[config.mk]
export PLATFORM = sky130hd
export DESIGN_NAME = multichannel_peak_hold_meter_flat
export DESIGN_NICKNAME = d
export VERILOG_FILES = /design/src/hdl/mphm_pkg.sv /design/src/hdl/mphm_if.sv /design/src/hdl/multichannel_peak_hold_meter.sv /design/src/flat_wrapper.sv
export SDC_FILE = /design/constraint.sdc
export NUM_CORES = 2
export LEC_CHECK = 0
export ABC_AREA = 1
export BUFFER_PORTS_ARGS = -buffer_cell sky130_fd_sc_hd__buf_2
export CAP_MARGIN = 15
export CORE_ASPECT_RATIO = 1.1
export CORE_MARGIN = 2
export CORE_UTILIZATION = 55
export CTS_BUF_LIST = sky130_fd_sc_hd__clkbuf_2 sky130_fd_sc_hd__clkbuf_4 sky130_fd_sc_hd__clkbuf_8
export DETAILED_ROUTE_END_ITERATION = 8
export PLACE_DENSITY_LB_ADDON = 0.15
export SYNTH_ARGS = -nofsm -noshare
export SYNTH_HDL_FRONTEND = slang
export SYNTH_SLANG_ARGS = --single-unit
export TNS_END_PERCENT = 30
[constraint.sdc]
create_clock -name i_clk -period 22.7 [get_ports i_clk]
set_clock_uncertainty 0.15 [all_clocks]
set_input_delay 4.54 -clock i_clk [delete_from_list [all_inputs] [get_ports i_clk]]
set_output_delay 4.54 -clock i_clk [all_outputs]
set_load 0.005 [all_outputs]
[src/hdl/mphm_pkg.sv]
// Shared types and constants of the multichannel peak hold meter.
// No dependencies; the interfaces and the top level use it by scoped names.
package mphm_pkg;

    localparam int CHANNEL_BITS   = 4;
    localparam int PEAK_BITS      = 16;
    localparam int FACTOR_BITS    = 16;
    localparam int COUNT_BITS     = 5;
    localparam int AGE_BITS       = 4;
    localparam int CFG_DATA_BITS  = 16;

    localparam logic [AGE_BITS-1:0]    AGE_MAX             = 4'd15;
    localparam logic [COUNT_BITS-1:0]  RST_CHANNEL_COUNT   = 5'd2;
    localparam logic [FACTOR_BITS-1:0] RST_DISPLAY_DECAY   = 16'd55706;
    localparam logic [FACTOR_BITS-1:0] RST_HOLD_DECAY      = 16'd60293;
    localparam logic [AGE_BITS-1:0]    RST_HOLD_STEPS      = 4'd8;

    typedef enum logic [1:0] {
        CFG_CHANNEL_COUNT = 2'd0,
        CFG_DISPLAY_DECAY = 2'd1,
        CFG_HOLD_DECAY    = 2'd2,
        CFG_HOLD_STEPS    = 2'd3
    } t_cfg_index;

endpackage

[src/hdl/mphm_if.sv]
// Valid/ready channel interfaces of the peak hold meter: samples, results, configuration.
// Depends on mphm_pkg for field widths and the register index type.
interface mphm_in_if;
    logic                                valid;
    logic                                ready;
    logic [mphm_pkg::CHANNEL_BITS-1:0]   channel;
    logic [mphm_pkg::PEAK_BITS-1:0]      peak;

    modport source (output valid, output channel, output peak, input ready);
    modport sink   (input valid, input channel, input peak, output ready);
endinterface

interface mphm_out_if;
    logic                                valid;
    logic                                ready;
    logic [mphm_pkg::CHANNEL_BITS-1:0]   out_channel;
    logic [mphm_pkg::PEAK_BITS-1:0]      display_level;
    logic [mphm_pkg::PEAK_BITS-1:0]      held_level;
    logic                                bad_channel;

    modport source (output valid, output out_channel, output display_level,
                    output held_level, output bad_channel, input ready);
    modport sink   (input valid, input out_channel, input display_level,
                    input held_level, input bad_channel, output ready);
endinterface

interface mphm_cfg_if;
    logic                                valid;
    logic                                ready;
    mphm_pkg::t_cfg_index                index;
    logic [mphm_pkg::CFG_DATA_BITS-1:0]  data;

    modport source (output valid, output index, output data, input ready);
    modport sink   (input valid, input index, input data, output ready);
endinterface

[src/hdl/multichannel_peak_hold_meter.sv]
// Top level of the multichannel peak hold meter with per-channel state in one memory.
// Depends on mphm_pkg and the channel interfaces in mphm_if.sv.
//
// Usage:
// Each transaction on i_in carries a channel index and a linear peak sample in
// unsigned Q1.15. For every transaction exactly one result leaves on o_out, in
// order: the channel, its new display level, its new held peak, and a flag for
// a channel at or above the channel count, which changes no state and reports
// zero levels.
// The state of all channels lives in one memory with a registered read. An
// item reads its entry when it is accepted, is updated in the update stage and
// written back as it advances; a write to the same entry in the accept cycle is forwarded.
// An item passes the update stage, then the result register. One item is
// accepted per cycle while results are taken, set by the single read-modify-write pass.
// When the receiver stalls, the result register holds and one more item waits
// in the update stage; i_in.ready then falls until the result is taken.
// Reset loads the register defaults and marks every entry empty, so it reads as
// zero with no clearing pass. A write of the channel count also marks every entry empty.
// i_cfg is always ready; the user must write it only while the meter is idle; the block does not enforce it.
module multichannel_peak_hold_meter #(
    parameter int MAX_CHANNELS = 16,
    parameter int LEVEL_BITS   = 16
) (
    input  logic       i_clk,
    input  logic       i_rst_n,
    mphm_in_if.sink    i_in,
    mphm_cfg_if.sink   i_cfg,
    mphm_out_if.source o_out
);

    localparam int AW = (MAX_CHANNELS > 1) ? $clog2(MAX_CHANNELS) : 1;
    localparam int LB = LEVEL_BITS;
    localparam int FB = mphm_pkg::FACTOR_BITS;
    localparam int GB = mphm_pkg::AGE_BITS;
    localparam int MW = 2 * LB + GB;
    localparam int PW = LB + FB;

    logic [MW-1:0]                       r_mem [MAX_CHANNELS];
    logic [MAX_CHANNELS-1:0]             r_entry_vld;
    logic [MW-1:0]                       r_rd_data;

    logic [mphm_pkg::COUNT_BITS-1:0]     r_count;
    logic [mphm_pkg::COUNT_BITS-1:0]     n_count;
    logic [FB-1:0]                       r_disp_decay;
    logic [FB-1:0]                       r_hold_decay;
    logic [GB-1:0]                       r_hold_steps;

    logic                                r_s1_vld;
    logic [mphm_pkg::CHANNEL_BITS-1:0]   r_s1_ch;
    logic [LB-1:0]                       r_s1_peak;
    logic                                r_s1_fwd;
    logic [MW-1:0]                       r_s1_fwd_data;

    logic                                r_out_vld;
    logic [mphm_pkg::CHANNEL_BITS-1:0]   r_out_ch;
    logic [mphm_pkg::PEAK_BITS-1:0]      r_out_disp;
    logic [mphm_pkg::PEAK_BITS-1:0]      r_out_hold;
    logic                                r_out_bad;

    logic                                in_acc;
    logic                                cfg_acc;
    logic [AW-1:0]                       in_addr;
    logic [AW-1:0]                       s1_addr;
    logic                                s1_bad;
    logic                                s1_adv;
    logic                                wr_en;
    logic [MW-1:0]                       wr_data;
    logic [MW-1:0]                       cur;
    logic [LB-1:0]                       cur_disp;
    logic [LB-1:0]                       cur_hold;
    logic [GB-1:0]                       cur_age;
    logic [PW-1:0]                       prod_disp;
    logic [PW-1:0]                       prod_hold;
    logic [LB-1:0]                       scaled_disp;
    logic [LB-1:0]                       scaled_hold;
    logic [LB-1:0]                       new_disp;
    logic [LB-1:0]                       new_hold;
    logic [GB-1:0]                       new_age;
    logic [GB-1:0]                       inc_age;

    assign in_acc  = i_in.valid && i_in.ready;
    assign cfg_acc = i_cfg.valid && i_cfg.ready;
    assign in_addr = AW'(i_in.channel);
    assign s1_addr = AW'(r_s1_ch);

    assign s1_bad = ({1'b0, r_s1_ch} >= r_count) || (int'(r_s1_ch) >= MAX_CHANNELS);
    assign s1_adv = r_s1_vld && (!r_out_vld || o_out.ready);
    assign wr_en  = s1_adv && !s1_bad;

    assign i_in.ready  = !r_s1_vld || s1_adv;
    assign i_cfg.ready = 1'b1;

    always_comb begin
        if (i_cfg.data[mphm_pkg::COUNT_BITS-1:0] == '0) begin
            n_count = mphm_pkg::COUNT_BITS'(1);
        end else if (int'(i_cfg.data[mphm_pkg::COUNT_BITS-1:0]) > MAX_CHANNELS) begin
            n_count = mphm_pkg::COUNT_BITS'(MAX_CHANNELS);
        end else begin
            n_count = i_cfg.data[mphm_pkg::COUNT_BITS-1:0];
        end
    end

    always_ff @(posedge i_clk) begin
        if (!i_rst_n) begin
            r_count      <= mphm_pkg::RST_CHANNEL_COUNT;
            r_disp_decay <= mphm_pkg::RST_DISPLAY_DECAY;
            r_hold_decay <= mphm_pkg::RST_HOLD_DECAY;
            r_hold_steps <= mphm_pkg::RST_HOLD_STEPS;
            r_entry_vld  <= '0;
        end else begin
            if (cfg_acc) begin
                case (i_cfg.index)
                    mphm_pkg::CFG_CHANNEL_COUNT: begin
                        r_count <= n_count;
                    end
                    mphm_pkg::CFG_DISPLAY_DECAY: begin
                        r_disp_decay <= i_cfg.data[FB-1:0];
                    end
                    mphm_pkg::CFG_HOLD_DECAY: begin
                        r_hold_decay <= i_cfg.data[FB-1:0];
                    end
                    mphm_pkg::CFG_HOLD_STEPS: begin
                        r_hold_steps <= i_cfg.data[GB-1:0];
                    end
                    default: begin
                    end
                endcase
            end
            if (cfg_acc && i_cfg.index == mphm_pkg::CFG_CHANNEL_COUNT) begin
                r_entry_vld <= '0;
            end else if (wr_en) begin
                r_entry_vld[s1_addr] <= 1'b1;
            end
        end
    end

    always_ff @(posedge i_clk) begin
        if (wr_en) begin
            r_mem[s1_addr] <= wr_data;
        end
    end

    always_ff @(posedge i_clk) begin
        if (in_acc) begin
            r_rd_data <= r_mem[in_addr];
        end
    end

    // The memory read misses a write-back at the same edge; that data is forwarded.
    always_ff @(posedge i_clk) begin
        if (!i_rst_n) begin
            r_s1_vld <= 1'b0;
        end else if (in_acc) begin
            r_s1_vld <= 1'b1;
        end else if (s1_adv) begin
            r_s1_vld <= 1'b0;
        end
    end

    always_ff @(posedge i_clk) begin
        if (in_acc) begin
            r_s1_ch       <= i_in.channel;
            r_s1_peak     <= LB'(i_in.peak);
            r_s1_fwd      <= wr_en && (s1_addr == in_addr);
            r_s1_fwd_data <= wr_data;
        end
    end

    always_comb begin
        if (r_s1_fwd) begin
            cur = r_s1_fwd_data;
        end else if (r_entry_vld[s1_addr]) begin
            cur = r_rd_data;
        end else begin
            cur = '0;
        end
    end

    assign cur_disp = cur[MW-1 -: LB];
    assign cur_hold = cur[GB +: LB];
    assign cur_age  = cur[GB-1:0];

    assign prod_disp   = PW'(cur_disp) * PW'(r_disp_decay);
    assign prod_hold   = PW'(cur_hold) * PW'(r_hold_decay);
    assign scaled_disp = prod_disp[PW-1:FB];
    assign scaled_hold = prod_hold[PW-1:FB];
    assign inc_age     = (cur_age < mphm_pkg::AGE_MAX) ? cur_age + 1'b1 : cur_age;

    always_comb begin
        if (cur_disp < r_s1_peak) begin
            new_disp = r_s1_peak;
        end else if (r_s1_peak > scaled_disp) begin
            new_disp = r_s1_peak;
        end else begin
            new_disp = scaled_disp;
        end

        new_hold = cur_hold;
        new_age  = inc_age;
        if (r_s1_peak >= cur_hold) begin
            new_hold = r_s1_peak;
            new_age  = '0;
        end else if (inc_age > r_hold_steps) begin
            new_hold = (new_disp > scaled_hold) ? new_disp : scaled_hold;
        end
    end

    assign wr_data = {new_disp, new_hold, new_age};

    always_ff @(posedge i_clk) begin
        if (!i_rst_n) begin
            r_out_vld <= 1'b0;
        end else if (s1_adv) begin
            r_out_vld <= 1'b1;
        end else if (o_out.ready) begin
            r_out_vld <= 1'b0;
        end
    end

    always_ff @(posedge i_clk) begin
        if (s1_adv) begin
            r_out_ch   <= r_s1_ch;
            r_out_bad  <= s1_bad;
            r_out_disp <= s1_bad ? '0 : mphm_pkg::PEAK_BITS'(new_disp);
            r_out_hold <= s1_bad ? '0 : mphm_pkg::PEAK_BITS'(new_hold);
        end
    end

    assign o_out.valid         = r_out_vld;
    assign o_out.out_channel   = r_out_ch;
    assign o_out.display_level = r_out_disp;
    assign o_out.held_level    = r_out_hold;
    assign o_out.bad_channel   = r_out_bad;

    a_bad_zero: assert property (@(posedge i_clk) disable iff (!i_rst_n)
        o_out.valid && o_out.bad_channel |-> o_out.display_level == '0 &&
            o_out.held_level == '0)
        else $error("flagged result carries nonzero levels");

    a_hold_above_disp: assert property (@(posedge i_clk) disable iff (!i_rst_n)
        o_out.valid && !o_out.bad_channel |-> o_out.held_level >= o_out.display_level)
        else $error("held peak below display level");

    a_accept_fills: assert property (@(posedge i_clk) disable iff (!i_rst_n)
        in_acc |=> r_s1_vld)
        else $error("accepted transaction lost before update stage");

    a_no_write_bad: assert property (@(posedge i_clk) disable iff (!i_rst_n)
        wr_en |-> !s1_bad && r_s1_vld)
        else $error("state written for a flagged channel");

endmodule
[src/flat_wrapper.sv]
// flat-port wrapper written by rule: the top's interface ports become plain ports
module multichannel_peak_hold_meter_flat 
#(
    parameter int MAX_CHANNELS = 16,
    parameter int LEVEL_BITS   = 16
)
  (i_clk, i_rst_n, i_in_valid, i_in_channel, i_in_peak, i_in_ready, i_cfg_valid, i_cfg_index, i_cfg_data, i_cfg_ready, o_out_valid, o_out_out_channel, o_out_display_level, o_out_held_level, o_out_bad_channel, o_out_ready);
  mphm_in_if i_in_i ();
  mphm_cfg_if i_cfg_i ();
  mphm_out_if o_out_i ();
  input  logic i_clk;
  input  logic i_rst_n;
  input wire logic [$bits(i_in_i.valid)-1:0] i_in_valid;
  input wire logic [$bits(i_in_i.channel)-1:0] i_in_channel;
  input wire logic [$bits(i_in_i.peak)-1:0] i_in_peak;
  output wire logic [$bits(i_in_i.ready)-1:0] i_in_ready;
  input wire logic [$bits(i_cfg_i.valid)-1:0] i_cfg_valid;
  input wire logic [$bits(i_cfg_i.index)-1:0] i_cfg_index;
  input wire logic [$bits(i_cfg_i.data)-1:0] i_cfg_data;
  output wire logic [$bits(i_cfg_i.ready)-1:0] i_cfg_ready;
  output wire logic [$bits(o_out_i.valid)-1:0] o_out_valid;
  output wire logic [$bits(o_out_i.out_channel)-1:0] o_out_out_channel;
  output wire logic [$bits(o_out_i.display_level)-1:0] o_out_display_level;
  output wire logic [$bits(o_out_i.held_level)-1:0] o_out_held_level;
  output wire logic [$bits(o_out_i.bad_channel)-1:0] o_out_bad_channel;
  input wire logic [$bits(o_out_i.ready)-1:0] o_out_ready;
  assign i_in_i.valid = i_in_valid;
  assign i_in_i.channel = i_in_channel;
  assign i_in_i.peak = i_in_peak;
  assign i_in_ready = i_in_i.ready;
  assign i_cfg_i.valid = i_cfg_valid;
  assign i_cfg_i.index = i_cfg_index;
  assign i_cfg_i.data = i_cfg_data;
  assign i_cfg_ready = i_cfg_i.ready;
  assign o_out_valid = o_out_i.valid;
  assign o_out_out_channel = o_out_i.out_channel;
  assign o_out_display_level = o_out_i.display_level;
  assign o_out_held_level = o_out_i.held_level;
  assign o_out_bad_channel = o_out_i.bad_channel;
  assign o_out_i.ready = o_out_ready;
  multichannel_peak_hold_meter #(.MAX_CHANNELS(MAX_CHANNELS), .LEVEL_BITS(LEVEL_BITS)) u_core (.i_clk(i_clk), .i_rst_n(i_rst_n), .i_in(i_in_i), .i_cfg(i_cfg_i), .o_out(o_out_i));
endmodule
==> impl_results.md <==
* Lkg Pwr at 22.6 nW
* Post-Route WL at 143000 um
* Synth warnings at 0
* Fin crit share at 0.589
* Net load switching power at 0.00174 W
* FF+latch count, synth at 765
* DIE AREA at 0.0909 mm^2
* CTS max path bufs at 3
* First DRT Iteration DRCs at 3543
* EDFF count, synth at 706
* Sequential fraction of the synthesis area at 0.460
* Worst-skew pair later-pin latency at 0.83 ns
* Ys async rst share at 0
* Via count at 34401
* Synth Area per Inst at 10.5 um^2
* Critical Path Start Type: flop
* Finished Cell Area at 0.0528 mm^2
* Total overflow reported by the global router at 0
* Drt via density at 5.78
* Detail Route Antenna Nets at 0
* Delay-heaviest family, CP: adder cells
* Antenna violations before repair at 6
* Router iterations before antenna repair at 7
* Post-Syn Area at 0.0487 mm^2
* Final setup viols at 0
* H-tree levels at 4
* Prevailing post-synth register cell: edfxtp_1
* Total chip power at 0.00459 W
* Number of CTS-inserted buffers at 131
* Final #Nets at 5395
* Critical path type: reg -> reg
* Hold Path Class: reg -> reg
* Final hold vios at 0
* Final-report max-slew violation count at 0
* CTS sink cnt at 765
* Post_cts resized at 0
* Flop pwr share at 0.358
* DRC viols at 0
* Number of setup buffers added after CTS at 0
* Crit path largest cell delay at 0.59 ns
* Commonest non-fill, non-tap cell in the layout: inv_1
* Worst path required time at 23.09 ns
* Row cnt at 114
* Critical path peak fanout at 22
* Period minus WS final at 13.36 ns
* Width of the die at 288 um
* Post-CTS Hold Buffers at 0
* Slew at the pin with the worst max-slew slack at 1.09 ns
* Vias in the first global route at 33652
* Fraction of layout cells with a size suffix above 1 at 0.0827
* Die height at 316 um
* Int Pwr at 0.00285 W
* Syn_nets at 5336
* Area Growth Syn to Fin at 8.48%
* Clock Tree Root: clkbuf_8
* Post-Synthesis Cells at 4634
* Max Cap Viol at 0
* Peak VDD IR at 0.0594 mV
* GR Util All Layers at 0.321
* Core ar. at 0.0877 mm^2
* Placer congestion estimate at 1.05
* Largest net degree at the start of global routing at 132
* Port bufs at 81
* First-pass GRT wire length at 213000 um
* Post-DP HPWL at 97300 um
* Max_slew headroom at 0.273
* Unique masters post-synth at 57
* Crit path depth at 58
* R2r worst-path depth at 58
* Crit. End Element: flop
* Clock power frac at 0.269
* RSZ-0062 raised after global routing: no
* Num ports at 83
* Logic pwr share at 0.374
* Hold_ws at 0.324 ns
* Setup TNS at 0 ns
* Peak Freq at 74.9 MHz
* Initial Utilization at 0.555
* CP Buf/Inv Count at 12
* Post-DP Area at 0.0502 mm^2
* Avg WL per Cell at 24.0 um
* Hold Path Cell Cnt at 2
* Most frequent cells in the layout: 803 x inv_1, 709 x nand2_1, 706 x edfxtp_1
* Worst-path clk slew at 0.06 ns
* Most frequent CP cell: nand2_1
* CTS tree: yes
* Pwr per Cell Area at 86.9 mW/mm^2
* Status: complete, no violations
* Net Sw Frac at 0.380
* Arr. time, crit path at 13.75 ns
* Slowest-stage cell, CP: fa_1
## final timing paths
check | startpoint | end | slack, ns
worst max-delay path | u_core.r_s1_ch[0]$_DFFE_PP_ | u_core.r_mem[7][17]$_DFFE_PP_ | 9.34
worst min-delay path | u_core.r_entry_vld[9]$_SDFFE_PP0P_ | u_core.r_entry_vld[9]$_SDFFE_PP0P_ | 0.32
worst max register to register | u_core.r_s1_ch[0]$_DFFE_PP_ | u_core.r_mem[7][17]$_DFFE_PP_ | 9.34
worst min register to register | u_core.r_entry_vld[9]$_SDFFE_PP0P_ | u_core.r_entry_vld[9]$_SDFFE_PP0P_ | 0.32
## metal layers
layer  routed length [um]  track usage  share of wire
met1                58500        0.440           0.41
met5                    0            0              0
met3                12900       0.0712          0.091
met4                 5020        0.116          0.035
met2                66400        0.505           0.46
## power by group through the flow
stage          clock network, W  logic, W  registers (W)
2_1_floorplan                 0   0.00115        0.00165
3_3_place_gp                  0   0.00168        0.00167
3_5_place_dp                  0   0.00169        0.00167
4_1_cts                 0.00125   0.00171        0.00164
5_1_grt                 0.00131   0.00192        0.00164
6_report                0.00123   0.00172        0.00164
## cell usage after synthesis (43+ instances only)
cell,n,share of area
o21ai_0,234,0.024
edfxtp_1,706,0.44
fa_1,386,0.16
ha_1,273,0.070
a21oi_1,283,0.029
mux2i_1,144,0.030
o211ai_1,166,0.026
dfxtp_1,59,0.024
o21a_1,43,0.0066
nor2_1,328,0.025
inv_1,805,0.062
clkbuf_1,173,0.013
nand3_1,115,0.012
nand2_1,709,0.055
## flip-flops by register name, indices dropped and copies added, names as in the netlist, 5 cells and up
signal                      flops
u_core.o_out.display_level     16
u_core.o_out.held_level        16
u_core.r_count                  5
u_core.r_disp_decay            16
u_core.r_entry_vld             16
u_core.r_hold_decay            16
u_core.r_mem                  576
u_core.r_rd_data               36
u_core.r_s1_fwd_data           36
u_core.r_s1_peak               16
## worst reg2reg max path, delay by kind of cell (launching register included)
family / cells / cell delay (ns)
adders and majority gates: 9 / 4.18
buffers and inverters: 12 / 2.66
and+or+nand+nor: 30 / 3.90
DFF: 1 / 0.58
AOI/OAI and AO/OA: 7 / 1.60
## logic make-up after synthesis
logic type / after synthesis / synth area share
AND/OR/NAND/NOR: 1214 / 0.0999
adder cells (fa/ha/maj): 659 / 0.229
flip-flops: 765 / 0.460
AO/OA/AOI/OAI: 789 / 0.0957
buffers and inverters: 1030 / 0.0802
other: 1 / 0.0000770
XOR/XNOR: 32 / 0.00576
multiplexers: 144 / 0.0296
## metrics by stage
stage | utilization | worst slack [ns] | std cells
2_1_floorplan | - | 11.94 | 4634
3_3_place_gp | 0.573 | 9.74 | 5719
3_5_place_dp | 0.573 | 9.54 | 5719
4_1_cts | 0.602 | 9.48 | 5946
5_1_grt | 0.602 | 8.37 | 5950
6_report | 0.602 | 9.34 | 5952
## cell type report
class / count / area [um^2]
Clock buffer: 178 / 2170
Antenna cell: 5 / 12.5
Timing Repair Buffer: 128 / 773
Tap cell: 1160 / 1450
Fill cell: 7428 / 34900
Clock inverter: 49 / 372
Multi-Input combinational cell: 2839 / 22500
Sequential cell: 765 / 22400
Inverter: 828 / 3110
(Power assumes the default switching activity.)
